`src/rtl/caq_pkg.sv`:
```
`default_nettype none

package caq_pkg;

    localparam int QUEUE_DEPTH = 32;
    localparam int AW          = $clog2(QUEUE_DEPTH);
    localparam int CW          = $clog2(QUEUE_DEPTH + 1);

    // Operation codes
    localparam logic OP_PUSH = 1'b0;
    localparam logic OP_POP  = 1'b1;

    // Command types
    localparam logic [2:0] K_PLAY     = 3'd0;
    localparam logic [2:0] K_PAIR     = 3'd1;
    localparam logic [2:0] K_STOP     = 3'd2;
    localparam logic [2:0] K_STOPALL  = 3'd3;
    localparam logic [2:0] K_SHUTDOWN = 3'd4;
    localparam logic [2:0] K_VOLUME   = 3'd5;
    localparam logic [2:0] K_PAUSE    = 3'd6;
    // Unassigned code: stored as a plain command, never coalesced
    localparam logic [2:0] K_OTHER    = 3'd7;

    // Push status codes
    localparam logic [1:0] ST_OK   = 2'd0;
    localparam logic [1:0] ST_COAL = 2'd1;
    localparam logic [1:0] ST_DROP = 2'd2;

    typedef struct packed {
        logic        opcode;
        logic [2:0]  cmd_type;
        logic [15:0] cmd_id;
        logic [15:0] cmd_id2;
        logic [31:0] cmd_payload;
    } t_cmd_in;

    typedef struct packed {
        logic [1:0]  push_status;
        logic        pop_valid;
        logic [2:0]  head_type;
        logic [15:0] head_id;
        logic [15:0] head_id2;
        logic [31:0] head_payload;
        logic [31:0] head_sequence;
        logic [5:0]  occupancy;
        logic [5:0]  peak_occupancy;
        logic [31:0] dropped_count;
        logic [31:0] coalesced_count;
    } t_cmd_out;

    typedef struct packed {
        logic [2:0]  kind;
        logic [15:0] pid;
        logic [15:0] sid;
        logic [31:0] data;
        logic [31:0] stamp;
    } t_entry;

    function automatic logic is_barrier(input logic [2:0] k);
        return (k == K_STOPALL) || (k == K_SHUTDOWN);
    endfunction

    function automatic logic concerns(input t_entry e, input logic [15:0] id);
        return !is_barrier(e.kind) && ((e.pid == id) || ((e.kind == K_PAIR) && (e.sid == id)));
    endfunction

endpackage

`default_nettype wire

```
`src/rtl/coalescing_audio_command_queue.sv`:
```
`default_nettype none

// Channel   Direction  Handshake                  Payload
// in        input      i_in_valid / o_in_stall    i_in_data  (caq_pkg::t_cmd_in)
// out       output     o_out_valid / i_out_stall  o_out_data (caq_pkg::t_cmd_out)
//
// A pop on a non-empty queue makes one pass over the entry RAM that shifts the
// queue down. A push makes a scan pass, a compaction pass for play, stop and
// play-pair, and an eviction pass on a full queue, each one RAM read per cycle;
// the unassigned code skips the scan. Stop-all and shutdown make no pass.
// Reset is synchronous, active low; RAM contents are not cleared.
// A finished transaction waits in the output register while the next one is taken.

module coalescing_audio_command_queue (
    input  wire logic              i_clk,
    input  wire logic              i_rst_n,
    input  wire logic              i_in_valid,
    output logic                   o_in_stall,
    input  wire caq_pkg::t_cmd_in  i_in_data,
    output logic                   o_out_valid,
    input  wire logic              i_out_stall,
    output caq_pkg::t_cmd_out      o_out_data
);

    typedef enum logic [2:0] {
        S_IDLE, S_PASS, S_FULL, S_APPEND, S_REPL, S_DONE
    } t_state;

    typedef enum logic [1:0] {
        M_FIND, M_DEL, M_EVICT, M_POP
    } t_mode;

    t_state                    r_state;
    t_mode                     r_mode;
    caq_pkg::t_cmd_in          r_cmd;
    logic [caq_pkg::CW-1:0]    r_fill;
    logic [caq_pkg::CW-1:0]    r_peak;
    logic [31:0]               r_stamp;
    logic [31:0]               r_pushed;
    logic [31:0]               r_popped;
    logic [31:0]               r_coal;
    logic [31:0]               r_dropped;
    logic [caq_pkg::CW-1:0]    r_rd;
    logic [caq_pkg::CW-1:0]    r_end;
    logic [caq_pkg::CW-1:0]    r_wr;
    logic [caq_pkg::CW-1:0]    r_pidx;
    logic                      r_pv;
    logic [caq_pkg::CW-1:0]    r_start;
    logic [caq_pkg::CW-1:0]    r_lc;
    logic                      r_lc_v;
    logic                      r_lc_m;
    logic                      r_removed;
    logic                      r_hit;
    logic [1:0]                r_status;
    logic                      r_popv;
    caq_pkg::t_entry           r_head;
    logic                      r_ovld;
    caq_pkg::t_cmd_out         r_out;

    caq_pkg::t_entry           rdata;
    caq_pkg::t_entry           new_entry;
    caq_pkg::t_entry           wdata;
    logic                      we;
    logic [caq_pkg::AW-1:0]    waddr;
    logic                      rd_issue;
    logic                      proc;
    logic                      keep;
    logic                      out_free;
    logic [caq_pkg::CW-1:0]    n_fill;

    assign o_in_stall  = (r_state != S_IDLE);
    assign o_out_valid = r_ovld;
    assign o_out_data  = r_out;
    assign out_free    = !r_ovld || !i_out_stall;
    assign n_fill      = r_fill + 1'b1;

    assign rd_issue = (r_state == S_PASS) && (r_rd < r_end);
    assign proc     = (r_state == S_PASS) && r_pv;

    // Decide whether the entry under process survives the pass
    always_comb begin
        case (r_mode)
            M_DEL:   keep = !(caq_pkg::concerns(rdata, r_cmd.cmd_id) ||
                              ((r_cmd.cmd_type == caq_pkg::K_PAIR) &&
                               caq_pkg::concerns(rdata, r_cmd.cmd_id2)));
            M_EVICT: keep = r_hit || !((rdata.kind == caq_pkg::K_VOLUME) ||
                                       (rdata.kind == caq_pkg::K_PAUSE));
            M_POP:   keep = (r_pidx != '0);
            default: keep = 1'b0;
        endcase
    end

    assign new_entry = '{kind:  r_cmd.cmd_type,
                         pid:   r_cmd.cmd_id,
                         sid:   r_cmd.cmd_id2,
                         data:  r_cmd.cmd_payload,
                         stamp: r_stamp + 32'd1};

    // Select the RAM write source
    always_comb begin
        we    = 1'b0;
        waddr = r_wr[caq_pkg::AW-1:0];
        wdata = rdata;
        if (proc && keep && (r_mode != M_FIND)) begin
            we = 1'b1;
        end else if (r_state == S_APPEND) begin
            we    = 1'b1;
            waddr = r_fill[caq_pkg::AW-1:0];
            wdata = new_entry;
        end else if (r_state == S_REPL) begin
            we    = 1'b1;
            waddr = r_lc[caq_pkg::AW-1:0];
            wdata = new_entry;
        end
    end

    caq_ram #(
        .WIDTH ($bits(caq_pkg::t_entry)),
        .DEPTH (caq_pkg::QUEUE_DEPTH)
    ) u_ram (
        .i_clk   (i_clk),
        .i_we    (we),
        .i_waddr (waddr),
        .i_wdata (wdata),
        .i_re    (rd_issue),
        .i_raddr (r_rd[caq_pkg::AW-1:0]),
        .o_rdata (rdata)
    );

    // Sequencer, counters and output register
    always_ff @(posedge i_clk) begin
        if (!i_rst_n) begin
            r_state   <= S_IDLE;
            r_mode    <= M_FIND;
            r_fill    <= '0;
            r_peak    <= '0;
            r_stamp   <= '0;
            r_pushed  <= '0;
            r_popped  <= '0;
            r_coal    <= '0;
            r_dropped <= '0;
            r_pv      <= 1'b0;
            r_ovld    <= 1'b0;
        end else begin
            if (r_ovld && !i_out_stall && (r_state != S_DONE)) begin
                r_ovld <= 1'b0;
            end
            unique case (r_state)
                S_IDLE: begin
                    if (i_in_valid) begin
                        r_cmd     <= i_in_data;
                        r_status  <= caq_pkg::ST_OK;
                        r_popv    <= 1'b0;
                        r_head    <= '0;
                        r_removed <= 1'b0;
                        r_hit     <= 1'b0;
                        r_start   <= '0;
                        r_lc_v    <= 1'b0;
                        r_rd      <= '0;
                        r_wr      <= '0;
                        r_end     <= r_fill;
                        if (i_in_data.opcode == caq_pkg::OP_POP) begin
                            r_mode  <= M_POP;
                            r_state <= (r_fill == '0) ? S_DONE : S_PASS;
                        end else if (caq_pkg::is_barrier(i_in_data.cmd_type)) begin
                            r_removed <= (r_fill != '0);
                            r_fill    <= '0;
                            r_state   <= S_APPEND;
                        end else if (i_in_data.cmd_type == caq_pkg::K_OTHER) begin
                            r_state <= S_FULL;
                        end else begin
                            r_mode  <= M_FIND;
                            r_state <= S_PASS;
                        end
                    end
                end
                S_PASS: begin
                    // Issue the next read
                    if (rd_issue) begin
                        r_rd <= r_rd + 1'b1;
                    end
                    r_pv   <= rd_issue;
                    r_pidx <= r_rd;
                    // Process the entry read last cycle
                    if (proc) begin
                        if (r_mode == M_FIND) begin
                            if (caq_pkg::is_barrier(rdata.kind)) begin
                                r_start <= r_pidx + 1'b1;
                                r_lc_v  <= 1'b0;
                            end else if (caq_pkg::concerns(rdata, r_cmd.cmd_id)) begin
                                r_lc   <= r_pidx;
                                r_lc_v <= 1'b1;
                                r_lc_m <= (rdata.kind == r_cmd.cmd_type) &&
                                          (rdata.pid == r_cmd.cmd_id);
                            end
                        end else if (keep) begin
                            r_wr <= r_wr + 1'b1;
                        end else begin
                            case (r_mode)
                                M_DEL:   r_removed <= 1'b1;
                                M_EVICT: r_hit     <= 1'b1;
                                default: r_head    <= rdata;
                            endcase
                        end
                    end
                    // Close the pass
                    if (!rd_issue && !r_pv) begin
                        unique case (r_mode)
                            M_FIND: begin
                                if ((r_cmd.cmd_type == caq_pkg::K_VOLUME) ||
                                    (r_cmd.cmd_type == caq_pkg::K_PAUSE)) begin
                                    r_state <= (r_lc_v && r_lc_m) ? S_REPL : S_FULL;
                                end else begin
                                    r_mode <= M_DEL;
                                    r_rd   <= r_start;
                                    r_wr   <= r_start;
                                end
                            end
                            M_DEL: begin
                                r_fill  <= r_wr;
                                r_state <= S_FULL;
                            end
                            M_EVICT: begin
                                r_fill <= r_wr;
                                if (r_hit) begin
                                    r_state <= S_APPEND;
                                end else begin
                                    r_status <= caq_pkg::ST_DROP;
                                    r_state  <= S_DONE;
                                end
                            end
                            M_POP: begin
                                r_fill   <= r_wr;
                                r_popped <= r_popped + 32'd1;
                                r_popv   <= 1'b1;
                                r_state  <= S_DONE;
                            end
                        endcase
                    end
                end
                S_FULL: begin
                    if (r_fill >= caq_pkg::CW'(caq_pkg::QUEUE_DEPTH)) begin
                        r_dropped <= r_dropped + 32'd1;
                        r_mode    <= M_EVICT;
                        r_rd      <= '0;
                        r_wr      <= '0;
                        r_end     <= r_fill;
                        r_hit     <= 1'b0;
                        r_state   <= S_PASS;
                    end else begin
                        r_state <= S_APPEND;
                    end
                end
                S_APPEND: begin
                    r_stamp  <= r_stamp + 32'd1;
                    r_fill   <= n_fill;
                    r_pushed <= r_pushed + 32'd1;
                    if (r_peak < n_fill) begin
                        r_peak <= n_fill;
                    end
                    if (r_removed) begin
                        r_coal   <= r_coal + 32'd1;
                        r_status <= caq_pkg::ST_COAL;
                    end
                    r_state <= S_DONE;
                end
                S_REPL: begin
                    r_stamp  <= r_stamp + 32'd1;
                    r_coal   <= r_coal + 32'd1;
                    r_status <= caq_pkg::ST_COAL;
                    r_state  <= S_DONE;
                end
                S_DONE: begin
                    if (out_free) begin
                        r_out.push_status     <= r_status;
                        r_out.pop_valid       <= r_popv;
                        r_out.head_type       <= r_head.kind;
                        r_out.head_id         <= r_head.pid;
                        r_out.head_id2        <= r_head.sid;
                        r_out.head_payload    <= r_head.data;
                        r_out.head_sequence   <= r_head.stamp;
                        r_out.occupancy       <= 6'(r_fill);
                        r_out.peak_occupancy  <= 6'(r_peak);
                        r_out.dropped_count   <= r_dropped;
                        r_out.coalesced_count <= r_coal;
                        r_ovld                <= 1'b1;
                        r_state               <= S_IDLE;
                    end
                end
                default: r_state <= S_IDLE;
            endcase
        end
    end

`ifndef SYNTHESIS
    a_fill_bound: assert property (@(posedge i_clk) disable iff (!i_rst_n)
        r_fill <= caq_pkg::CW'(caq_pkg::QUEUE_DEPTH))
        else $error("fill level beyond queue depth");

    a_peak_cover: assert property (@(posedge i_clk) disable iff (!i_rst_n)
        r_peak >= r_fill)
        else $error("watermark below fill level");

    a_compact_order: assert property (@(posedge i_clk) disable iff (!i_rst_n)
        proc |-> (r_wr <= r_pidx))
        else $error("compaction write overtakes read");

    a_out_hold: assert property (@(posedge i_clk) disable iff (!i_rst_n)
        (r_state == S_DONE && !out_free) |=> (r_state == S_DONE))
        else $error("result lost while output stalled");
`endif

endmodule

`default_nettype wire

```
`src/rtl/caq_ram.sv`:
```
`default_nettype none

module caq_ram #(
    parameter int WIDTH = 8,
    parameter int DEPTH = 32
) (
    input  wire logic                     i_clk,
    input  wire logic                     i_we,
    input  wire logic [$clog2(DEPTH)-1:0] i_waddr,
    input  wire logic [WIDTH-1:0]         i_wdata,
    input  wire logic                     i_re,
    input  wire logic [$clog2(DEPTH)-1:0] i_raddr,
    output logic      [WIDTH-1:0]         o_rdata
);

    logic [WIDTH-1:0] r_mem [DEPTH];

    // Write port
    always_ff @(posedge i_clk) begin
        if (i_we) begin
            r_mem[i_waddr] <= i_wdata;
        end
    end

    // Registered read port
    always_ff @(posedge i_clk) begin
        if (i_re) begin
            o_rdata <= r_mem[i_raddr];
        end
    end

endmodule

`default_nettype wire
```
`config.mk`:
```
export PLATFORM = sky130hd
export DESIGN_NAME = coalescing_audio_command_queue
export DESIGN_NICKNAME = d
export VERILOG_FILES = /design/src/rtl/caq_pkg.sv /design/src/rtl/coalescing_audio_command_queue.sv /design/src/rtl/caq_ram.sv
export SDC_FILE = /design/constraint.sdc
export NUM_CORES = 2
export LEC_CHECK = 0
export BUFFER_PORTS_ARGS = -buffer_cell sky130_fd_sc_hd__buf_2
export CAP_MARGIN = 25
export CORE_MARGIN = 2
export CORE_UTILIZATION = 27
export CTS_CLUSTER_SIZE = 30
export DETAILED_ROUTE_END_ITERATION = 6
export GPL_TIMING_DRIVEN = 0
export PLACE_DENSITY = 0.53
export SYNTH_ARGS = -nofsm -noshare
export SYNTH_HDL_FRONTEND = slang
export SYNTH_SLANG_ARGS = --single-unit
```
`constraint.sdc`:
```
create_clock -name i_clk -period 13 [get_ports i_clk]
set_input_delay 0.65 -clock i_clk [delete_from_list [all_inputs] [get_ports i_clk]]
set_output_delay 0.65 -clock i_clk [all_outputs]
set_load 0.01 [all_outputs]
```
==> impl_metrics.yaml <==
cts:
  numCtsBuffers: 372
  cts_tree: "yes"
  clockBufferDepth: 4
  cts_setup_buffers: 0
  clk_pin_slew_ps: 60
  htree_levels: 5
  cts_resized: 0
  insertion_delay_ps: 990
  root_buffer: "clkbuf_16"
  postCtsHoldBufs: 68
  clkSinkCount: 3768
sta:
  timing.final.hold_violations: 0
  grt_setup_unrepaired: "false"
  tightest_slew_ps: 1130
  setup_viol: 0
  setup-tns-final_ps: 0
  timing.fmax_ghz: 0.196
  finalMaxSlewViolations: 0
  fin_crit_sh_pct: 39.2
  max_slew_margin_pct: 24.5
  finalCriticalPeriod_ps: 5100
  skew_ps: 67.2
global_routing:
  antenna_found_initial: 23
  grtUsageTotal_pct: 15.0
  grt_pass1_wl_um: 576000
  grt_max_degree: 70
  first_global_vias: 72311
  grt_overflow_total: 0
setup_path:
  cp_slowest_stage_delay_ps: 730
  crit_top_cell: "buf_12"
  worstPathArrival_ps: 5790
  critPathTopFamily: "simple AND/OR/NAND/NOR gates"
  r2r_end: "u_ram.r_mem[20][43]"
  r2r_cells: 12
  slowest_stage: "o21ai_2"
  end_kind: "register"
  crit_buf_inv: 4
  required_ps: 13690
  cp-start-kind: "register"
  r2r-start: "u_ram.o_rdata[98]"
  rrSetupSlack_ps: 7900
  path_max_fanout: 16
  crit_type: "reg2reg"
  cp_cell_sequence: "nor3b_1, nand2_1, nor3_1, a221o_1, o21ai_2, and2_1, buf_4, o21ai_2, nor2_4, buf_12, buf_12, buf_12"
floorplan:
  placementRows: 268
  die_h_um: 734
  start_util_pct: 27.1
  core-area_um2: 531000
  die_w_um: 734
  ios: 252
  dieArea_um2: 538000
synthesis:
  ys_async_sr_fraction_pct: 0
  synth_warnings: 0
  synth_edf_count: 3653
  syn_inst: 6409
  synth.top_cells.by_area: "edfxtp_1 76%, mux4_2 16%, dfxtp_1 1.6%"
  synthFlopType: "edfxtp_1"
  synth.distinct_cells: 69
  synth-seq-cells: 3768
  synth_top_area_share_pct: 76.3
  synth_common_cells: "3653 x edfxtp_1, 990 x mux4_2, 324 x nand2_1"
  synth.avg_cell_area_um2: 22.4
  yosys.area.top_type: "edfxtp_1"
  syn_nets: 6504
  syn_area_um2: 144000
  yosysMostFrequentCell: "edfxtp_1"
  ys_seq_area_share_pct: 77.9
run_status:
  status: "finished, violations left"
  violations: "design-rule violations"
route:
  drc: 1
  wire_per_inst_um: 28.3
  vias: 70919
  drt_iter0_markers: 7967
  post_drt_via_cell_ratio: 4.79
  postRouteWirelength_um: 418000
  antenna_left: 0
  drt_pass1_iterations: 7
final_layout:
  fillers: 49686
  drive_gt1_share_pct: 31.4
  areaGrowthSynthToFinish_pct: 21.0
  utilization_pct: 32.7
  nets: 7572
hold_path:
  hp-class: "in2reg"
  worstHoldStart: "i_in_valid"
  holdPathStages: 3
  hold_end: "r_state[0]"
pwr:
  powerDensity_nw_per_um2: 204
  p_leak_nw: 54.2
  ir_worst_vdd_v: 0.000120
  power.total_mw: 35.6
placed_design:
  gp_congestion: 0.797
  port_buffers: 250
  hpwl_um: 281000
flow_run:
  maxCapViolations: 0
[cells in the final DEF (no fill, tap or decap), types with 30 or more instances in the layout]
cell type and count:
nand3_1 51, xor2_1 110, o21ai_2 34, mux4_2 990, xnor2_1 77, bufinv_16 36, buf_8 66, dfxtp_1 115
o21ai_0 37, edfxtp_1 3653, nor2_4 30, a21oi_1 48, and2_1 108, dlygate4sd3_1 68, buf_16 80, clkinv_1 80
clkinv_2 59, nand2_1 324, buf_12 155, clkbuf_16 377, buf_2 330, nor2_1 159, clkbuf_1 242, buf_6 73
mux2_2 100
[stage by stage]
stage	instances	setup WS [ps]	cell area, um^2	hold slack, ps
finish	14814	7900	174000	118
global route	14793	7730	174000	91.3
CTS	14756	7950	173000	17.1
detailed placement	14021	7950	161000	405
global placement	13679	-9790	154000	411
floorplan	6409	3930	144000	400
[metal layers]
layer | routed length, um | vias to the layer above | global-route usage (%)
li1 | - | 28855 | -
met1 | 169000 | 38627 | 19.6
met2 | 209000 | 2884 | 25.8
met3 | 27400 | 553 | 2.31
met4 | 12900 | 0 | 4.83
met5 | 0 | - | 0
[cells by family after synthesis]
family	count (synthesis)	share of synthesized area (%)
xor gates and xnor gates	187	1.14
muxes	1097	16.3
adders and majority gates	23	0.200
and+or+nand+nor	822	2.71
buffers and inverters	337	0.975
DFF	3768	77.9
AOI/OAI and AO/OA	175	0.750
[worst min-delay path, cell delays in order]
cell and delay (ps):
buf_2 140, o21ai_0 100, a21oi_1 130
[registers in the layout, indices dropped and copies added, names as in the netlist, 32 cells and up]
register       cells
r_dropped         32
u_ram.o_rdata     99
r_head            99
o_out_data       178
r_coal            32
u_ram.r_mem     3168
r_stamp           32
new_entry         67
[how the worst max path moves through the flow]
stage	from	end	slack [ps]	depth (start not counted)
floorplan	u_ram.o_rdata[88]	u_ram.r_mem[1][0]	3930	8
global placement	u_ram.o_rdata[95]	u_ram.r_mem[17][42]	-9790	8
detailed placement	u_ram.o_rdata[98]	u_ram.r_mem[20][65]	7950	12
CTS	u_ram.o_rdata[98]	u_ram.r_mem[20][66]	7950	12
global route	u_ram.o_rdata[98]	u_ram.r_mem[20][67]	7730	12
finish	u_ram.o_rdata[98]	u_ram.r_mem[20][43]	7900	12
[layout make-up]
| type | count | area (um^2) | area share (%) |
|---|---|---|---|
| antenna | 24 | 60.1 | 0.0345 |
| buffer | 311 | 1350 | 0.775 |
| clock buffer | 448 | 9710 | 5.58 |
| clock inverter | 219 | 2150 | 1.23 |
| inverter | 26 | 97.6 | 0.0561 |
| multi-input combinational | 2304 | 30800 | 17.7 |
| sequential | 3768 | 112000 | 64.4 |
| tap | 7020 | 8780 | 5.05 |
| timing repair buffer | 694 | 9040 | 5.20 |
[power by group]
group          internal [mW]  switching, mW
sequential              15.9          0.378
combinational           3.15           5.43
clock                   6.04           4.65
total                   25.1           10.5
(Power assumes the default switching activity.)
